<file path="src/scrolling_wrap_frame_buffer_defines.svh">
// Assertion helpers for the scrolling frame buffer.
`ifndef SCROLLING_WRAP_FRAME_BUFFER_DEFINES_SVH
`define SCROLLING_WRAP_FRAME_BUFFER_DEFINES_SVH

// Check a property on every rising clock edge outside of reset.
`define SWFB_ASSERT(lbl, prop, msg) \
  lbl: assert property (@(posedge clk_i) disable iff (!rst_ni) (prop)) else $error(msg);

// Check a property on every rising clock edge, reset included.
`define SWFB_ASSERT_ALWAYS(lbl, prop, msg) \
  lbl: assert property (@(posedge clk_i) (prop)) else $error(msg);

`endif

</file>
<file path="src/swfb_pkg.sv">
`default_nettype none

package swfb_pkg;

  // Default store geometry
  localparam int DefMaxCols = 64;
  localparam int DefMaxRows = 64;

  // Field widths
  localparam int PixW   = 24;
  localparam int CoordW = 8;
  localparam int ColorW = 8;
  localparam int FuncW  = 2;
  localparam int SizeW  = 7;
  localparam int ScrollW = 9;
  localparam int CfgW   = 9;
  localparam int CfgIdxW = 3;
  localparam int MaxW   = 9;

  // Wrap unit: magnitude of a scrolled coordinate, one bit per step
  localparam int MagW     = 9;
  localparam int ModSteps = MagW;
  localparam int ModCntW  = $clog2(ModSteps);

  // Operation codes
  localparam logic [FuncW-1:0] FUNC_SET   = 2'd0;
  localparam logic [FuncW-1:0] FUNC_FILL  = 2'd1;
  localparam logic [FuncW-1:0] FUNC_CLEAR = 2'd2;
  localparam logic [FuncW-1:0] FUNC_READ  = 2'd3;

  // Register indexes
  localparam logic [CfgIdxW-1:0] REG_CANVAS_WIDTH  = 3'd0;
  localparam logic [CfgIdxW-1:0] REG_CANVAS_HEIGHT = 3'd1;
  localparam logic [CfgIdxW-1:0] REG_SCROLL_X      = 3'd2;
  localparam logic [CfgIdxW-1:0] REG_SCROLL_Y      = 3'd3;
  localparam logic [CfgIdxW-1:0] REG_WRAP_X        = 3'd4;
  localparam logic [CfgIdxW-1:0] REG_WRAP_Y        = 3'd5;

  // Register reset values
  localparam logic [SizeW-1:0] RST_CANVAS_WIDTH  = 7'd64;
  localparam logic [SizeW-1:0] RST_CANVAS_HEIGHT = 7'd32;

  // Request to the wrap unit
  typedef struct packed {
    logic             start;
    logic             neg;
    logic [MagW-1:0]  mag;
    logic [SizeW-1:0] size;
  } mod_req_t;

  // Clamp a size register to 1..maxv
  function automatic logic [SizeW-1:0] used_size(input logic [SizeW-1:0] r,
                                                 input logic [MaxW-1:0] maxv);
    logic [SizeW-1:0] s;
    s = r;
    if (s == '0) begin
      s = SizeW'(1);
    end
    if ({2'b00, s} > maxv) begin
      s = maxv[SizeW-1:0];
    end
    return s;
  endfunction

endpackage

`default_nettype wire

</file>
<file path="src/swfb_wrap_mod.sv">
`default_nettype none

module swfb_wrap_mod
  import swfb_pkg::*;
(
  input  wire logic             clk_i,
  input  wire logic             rst_ni,
  input  wire mod_req_t         req_i,
  output logic                  busy_o,
  output logic      [SizeW-1:0] res_o
);

  logic                busy_q;
  logic [ModCntW-1:0]  cnt_q;
  logic [MagW-1:0]     mag_q;
  logic [SizeW-1:0]    size_q;
  logic                neg_q;
  logic [SizeW-1:0]    rem_q;
  logic [SizeW:0]      trial;
  logic [SizeW-1:0]    rem_d;

  // One restoring step: shift in the next dividend bit, subtract if it fits
  always_comb begin
    trial = {rem_q, mag_q[MagW-1]};
    if (trial >= {1'b0, size_q}) begin
      rem_d = SizeW'(trial - {1'b0, size_q});
    end else begin
      rem_d = trial[SizeW-1:0];
    end
  end

  // Control: start loads operands, count up the steps
  always_ff @(posedge clk_i or negedge rst_ni) begin
    if (!rst_ni) begin
      busy_q <= 1'b0;
      cnt_q  <= '0;
    end else if (req_i.start) begin
      busy_q <= 1'b1;
      cnt_q  <= '0;
    end else if (busy_q) begin
      if (cnt_q == ModCntW'(ModSteps - 1)) begin
        busy_q <= 1'b0;
      end
      cnt_q <= cnt_q + ModCntW'(1);
    end
  end

  // Datapath
  always_ff @(posedge clk_i) begin
    if (req_i.start) begin
      mag_q  <= req_i.mag;
      size_q <= req_i.size;
      neg_q  <= req_i.neg;
      rem_q  <= '0;
    end else if (busy_q) begin
      mag_q <= {mag_q[MagW-2:0], 1'b0};
      rem_q <= rem_d;
    end
  end

  // Fold a negative coordinate back to a non-negative remainder
  assign res_o  = (neg_q && (rem_q != '0)) ? SizeW'(size_q - rem_q) : rem_q;
  assign busy_o = busy_q;

endmodule

`default_nettype wire
</file>
<file path="config.mk">
export PLATFORM = sky130hd
export DESIGN_NAME = swfb_wrap_mod
export DESIGN_NICKNAME = d
export VERILOG_FILES = /design/src/scrolling_wrap_frame_buffer_defines.svh /design/src/swfb_pkg.sv /design/src/swfb_wrap_mod.sv
export SDC_FILE = /design/constraint.sdc
export NUM_CORES = 1
export LEC_CHECK = 0
export CAP_MARGIN = 10
export CORE_ASPECT_RATIO = 1.2
export CORE_UTILIZATION = 52
export CTS_CLUSTER_SIZE = 28
export DETAILED_ROUTE_END_ITERATION = 12
export DONT_BUFFER_PORTS = 1
export HOLD_SLACK_MARGIN = 0.02
export PLACE_DENSITY = 0.75
export SETUP_SLACK_MARGIN = 0.2
export SYNTH_ARGS = -nofsm -noshare
export SYNTH_HDL_FRONTEND = slang
export SYNTH_SLANG_ARGS = --single-unit
</file>
<file path="constraint.sdc">
create_clock -name clk_i -period 3.08 [get_ports clk_i]
set_clock_uncertainty 0.05 [all_clocks]
set_input_delay 0.77 -clock clk_i [delete_from_list [all_inputs] [get_ports clk_i]]
set_output_delay 0.77 -clock clk_i [all_outputs]
set_load 0.01 [all_outputs]
</file>
==> Word level (Yosys, flattened, before mapping) <==
Cells that the tools add are included.
{ "classes": {"n_mul": 0, "n_bitwise": 0, "n_addsub": 3, "n_shift": 0, "n_mux": 9, "n_eq_ne": 1, "div": 0, "order_cmp": 1, "reduce_logical": 3} }
{ "ops": {"columns": ["cell", "n"], "rows": [
  ["9-bit two-way mux", 2],
  ["7-bit two-way mux", 2],
  ["7-bit subtractor", 2],
  ["8-bit by 7-bit >= comparator with 1-bit output", 1],
  ["4-bit two-way mux", 2],
  ["7-bit nonzero test", 1],
  ["4-bit by 1-bit adder with 4-bit output, second input constant", 1],
  ["4-bit equality test, second input constant", 1],
  ["1-bit two-way mux", 3],
  ["2-bit nonzero test", 1],
  ["1-bit logical AND", 1]
]} }
{ "word_totals": {"romBits": 0, "latch_bits": 0, "ram_bits": 0, "n_memories": 0, "word_cells": 23, "input_bits": 20, "reg_bits": 29} }

==> Depth between registers and ports, before layout <==
{ "logic_depth": {"ltp_word": 4, "ltp_mapped": 9} }

==> Least setup slack after synthesis <==
No wires, ideal clock.
{ "synth_path": {"path_type": "register -> output", "start": "reg rem_q[0]", "end": "out res_o[6]", "n_path_buf": 0, "path_slack_ps": 384, "path_stages_with_launch": 8, "required_ps": 2260, "t_arrival_ps": 1876, "cell_sequence": "dfxtp_1 ha_1 fa_1 nand2b_1 a21oi_1 or4_1 a21oi_1 xor2_1"} }
{ "synth_via": {"elab_chain_cells": 3, "elab_cells_between_ends": 4} }
{ "synth_rtl": {"columns": ["item", "line", "rtl"], "rows": [
  ["start, declared", "swfb_wrap_mod.sv:18", "logic [SizeW-1:0] rem_q;"],
  ["start signal, assigned", "swfb_wrap_mod.sv:57", "rem_q <= rem_d;"],
  ["parallel branches: the longest is 2 deep, another holds 7-bit subtractor", null, null],
  ["7-bit two-way mux *", "swfb_wrap_mod.sv:62", "assign res_o = (neg_q && (rem_q != '0)) ? SizeW'(size_q - rem_q) : rem_q;"],
  ["end, declared", "swfb_wrap_mod.sv:10", "output logic [SizeW-1:0] res_o"]
]} }
Every way passes the cells marked *.

==> Final worst setup path <==
{ "layout_path": {"start": "reg size_q[0]", "end": "out res_o[6]"} }
{ "layout_via": {"elab_chain_cells": 2} }
{ "layout_rtl": {"columns": ["item", "line", "rtl"], "rows": [
  ["start, declared", "swfb_wrap_mod.sv:16", "logic [SizeW-1:0] size_q;"],
  ["start signal, assigned", "swfb_wrap_mod.sv:52", "size_q <= req_i.size;"],
  ["7-bit subtractor", "swfb_wrap_mod.sv:62", null],
  ["7-bit two-way mux", "swfb_wrap_mod.sv:62", null]
]} }
Every way passes these cells.

==> results.md <==
* Synth warn at 0
* Fin crit share at 96.71%
* Insertion delay to the later sink of the worst-skew pair at between 200 and 300 ps
* Outcome: finished clean
* Die height at 67.73 µm
* GRT overflow at 0
* Setup TNS at 0 ps
* Data required time of the worst path at roughly 2300 ps
* Vias at 1,419
* Slew headroom at 49.76%
* Pin count of the biggest net entering global routing at 33
* F_max at ~340 MHz
* Port bufs at 0
* Top FF cell, synth: edfxtp_1
* DRC viols at 0
* Initial antenna violation count at 0
* Placed instance area at 1924 µm²
* FILL cells at 265
* Hold Violations, Final at 0
* First-pass GRT wire length at 6624 µm
* Max Cap Viol at 0
* Net Count, Synth at 222
* Post-route total power at 1.794 mW
* Top Ports at 28
* Cells after Synth at 185
* Routability congestion estimate at 0.8157
* Nets at about 230
* Final Setup Violations at 0
* Worst reg2reg path endpoint: rem_q[0]$_SDFFE_PP0P_
* Core box area at roughly 3400 µm²
* Post-synth EDFFs at 17
* Pleak at 0.8678 nW
* VDD IR max at 0.4861 mV
* Pre-antenna DRT Iters at 4
* Clk pin slew, worst setup/hold paths at 70 ps
* Routed len/inst at 17.14 µm
* Crit path capture type: output pin
* Die area at 3845 µm²
* Die Span X at 56.77 µm
* Hold Path Class: input pin to async pin
* Rows at 23
* Sequential cell area at 778.2 µm²
* Reg-to-reg startpoint: mag_q[8]$_DFFE_PP_
* Starting DRC count in detailed routing at 50
* Max clock buf depth at 2
* Post-DP HPWL at 2926 µm
* DP Cell Count at 220
* Ant. Diodes at 0
* CTS tree: built
* Area grow syn2layout at 11.76%
* Multi-input gate area at 1047 µm²
* Average vias per placed instance at ~6.2
* CTS sink count at 29
* Starting utilization of the core area at a little under three fifths
* Synth cell types at 52
* Setup ws final at just over 100 ps
* Worst setup path startpoint: size_q[0]$_DFFE_PP_
* Cell area power density at 857.6 nW/µm²
* Fin cells at approximately 230
* Avg Inst Size Synth at 10.12 µm²
* Critical setup path kind: register to output pin
* RSZ-0062 raised after global routing: yes
* Worst r2r path cells at 9
* Root Driver: clkbuf_8
* Vias in the first global route at 1,480
* CP Data Arrival Time at 2160 ps
* Mapped Area at 1872 µm²
* Startpoint types: register
* Yosys reg bits at 29
* Worst-path maximum fanout at 2
* Dpl ws at 169.4 ps
* Inserted Clock Buffers at 5
* GRT Util Overall at 23.41%
* Sequential element share of the synthesized area at approximately two fifths
* Final WL at 3924 µm
* Worst Tran Pin Value at 753.6 ps
* CTS H-tree lvls at 2
* Async SR Flop Fraction at 17.24%
* Setup slack, reg-to-reg at 490 ps
* Final Max Tran Viols at 0
* Min Tclk post-route at 2979 ps
* Share of cells above drive strength 1 at between 20% and 30%
* Routed Antenna Nets at 0
* Layout Cell Area excl Fill at 2092 µm²
-- cells in the final DEF (no fill, tap or decap), drive strengths merged, types with 3 or more instances in the layout --
master  instances
nand2b          3
dfxtp           7
nand2          15
clkbuf          5
mux2i           3
inv            17
xor2            9
a21oi           9
ha             15
a211oi          6
nor2           15
mux2            9
edfxtp         17
dfrtp           5
nand4           3
nand3           3
buf             5
o21ai          11
-- synth_stat cells, types with 4 or more instances --
| cell type | number | share of area, % |
|---|---|---|
| a211oi_1 | 4 | 1.6 |
| a21oi_1 | 8 | 2.1 |
| clkbuf_1 | 4 | 0.80 |
| dfrtp_1 | 5 | 6.7 |
| dfxtp_1 | 7 | 7.5 |
| edfxtp_1 | 17 | 27 |
| ha_1 | 15 | 10 |
| inv_1 | 16 | 3.2 |
| mux2_2 | 8 | 4.8 |
| nand2_1 | 15 | 3.0 |
| nor2_1 | 14 | 2.8 |
| o21ai_1 | 7 | 1.9 |
| xor2_1 | 9 | 4.2 |
-- worst max-delay path by stage --
stage | endpoint | slack, ps | cells after the start
final | res_o[6] | 100 | 8
after global routing | res_o[6] | 20 | 8
after CTS | res_o[6] | 110 | 8
after detailed placement | res_o[6] | 170 | 7
after global placement | res_o[6] | 300 | 7
after floorplan | res_o[6] | 380 | 7
-- through the flow --
step,util [%],hold WS (ps)
4_1_cts,61.50,115.4
6_report,61.61,121.5
3_5_place_dp,56.67,424.5
2_1_floorplan,-,424.4
3_3_place_gp,56.67,424.5
5_1_grt,61.61,106.2
-- per-layer routing --
layer / vias to the layer above / global-route usage, % / share of wire (%)
met5: - / 0 / 0
met4: 0 / 15.24 / 3.2
met3: 16 / 7.471 / 5.9
met2: 62 / 40.63 / 52
met1: 669 / 24.70 / 39
li1: 672 / - / -
-- where the power goes --
| part | internal, mW | leakage, nW | switching [mW] |
|---|---|---|---|
| clock network | 0.242 | 0.0543 | 0.160 |
| logic | 0.373 | 0.518 | 0.489 |
| registers | 0.473 | 0.296 | 0.0572 |
| total | 1.09 | 0.868 | 0.706 |
-- critical path, cell delays in order (launching register included) --
cell and delay, ps:
edfxtp_1 380, inv_1 70, ha_2 200, fa_2 220, nand2b_4 130, a21oi_2 60
or4_4 440, a21oi_4 160, xor2_2 200
-- registers in the layout, summed over array words and instances, names as in the netlist --
register / cells
mag_q: 9
rem_q: 7
size_q: 7
cnt_q: 4
busy_o: 1
neg_q: 1
-- logic make-up after synthesis --
group                    count (synthesis)  share of synthesized area (%)
multiplexers                            12                          7.219
adder cells (fa/ha/maj)                 17                          12.17
AO/OA/AOI/OAI                           41                          15.91
flip-flops                              29                          41.44
buffers and inverters                   24                          4.879
AND/OR/NAND/NOR                         52                          13.70
XOR/XNOR                                10                          4.679
-- cell type report --
| class | count | share of cell area (%) |
|---|---|---|
| multi-input combinational | 132 | 50.06 |
| sequential | 29 | 37.20 |
| clock buffer | 5 | 3.289 |
| inverter | 18 | 3.230 |
| clock inverter | 3 | 2.213 |
| tap | 37 | 2.213 |
| timing repair buffer | 5 | 1.794 |
-- repair_timing --
action,CTS,global route
hold buffers,0,0
gates resized for setup,10,1
buffers inserted,1,0
pin swaps,4,0
setup endpoints to repair,2,2
(Power assumes the default switching activity.)
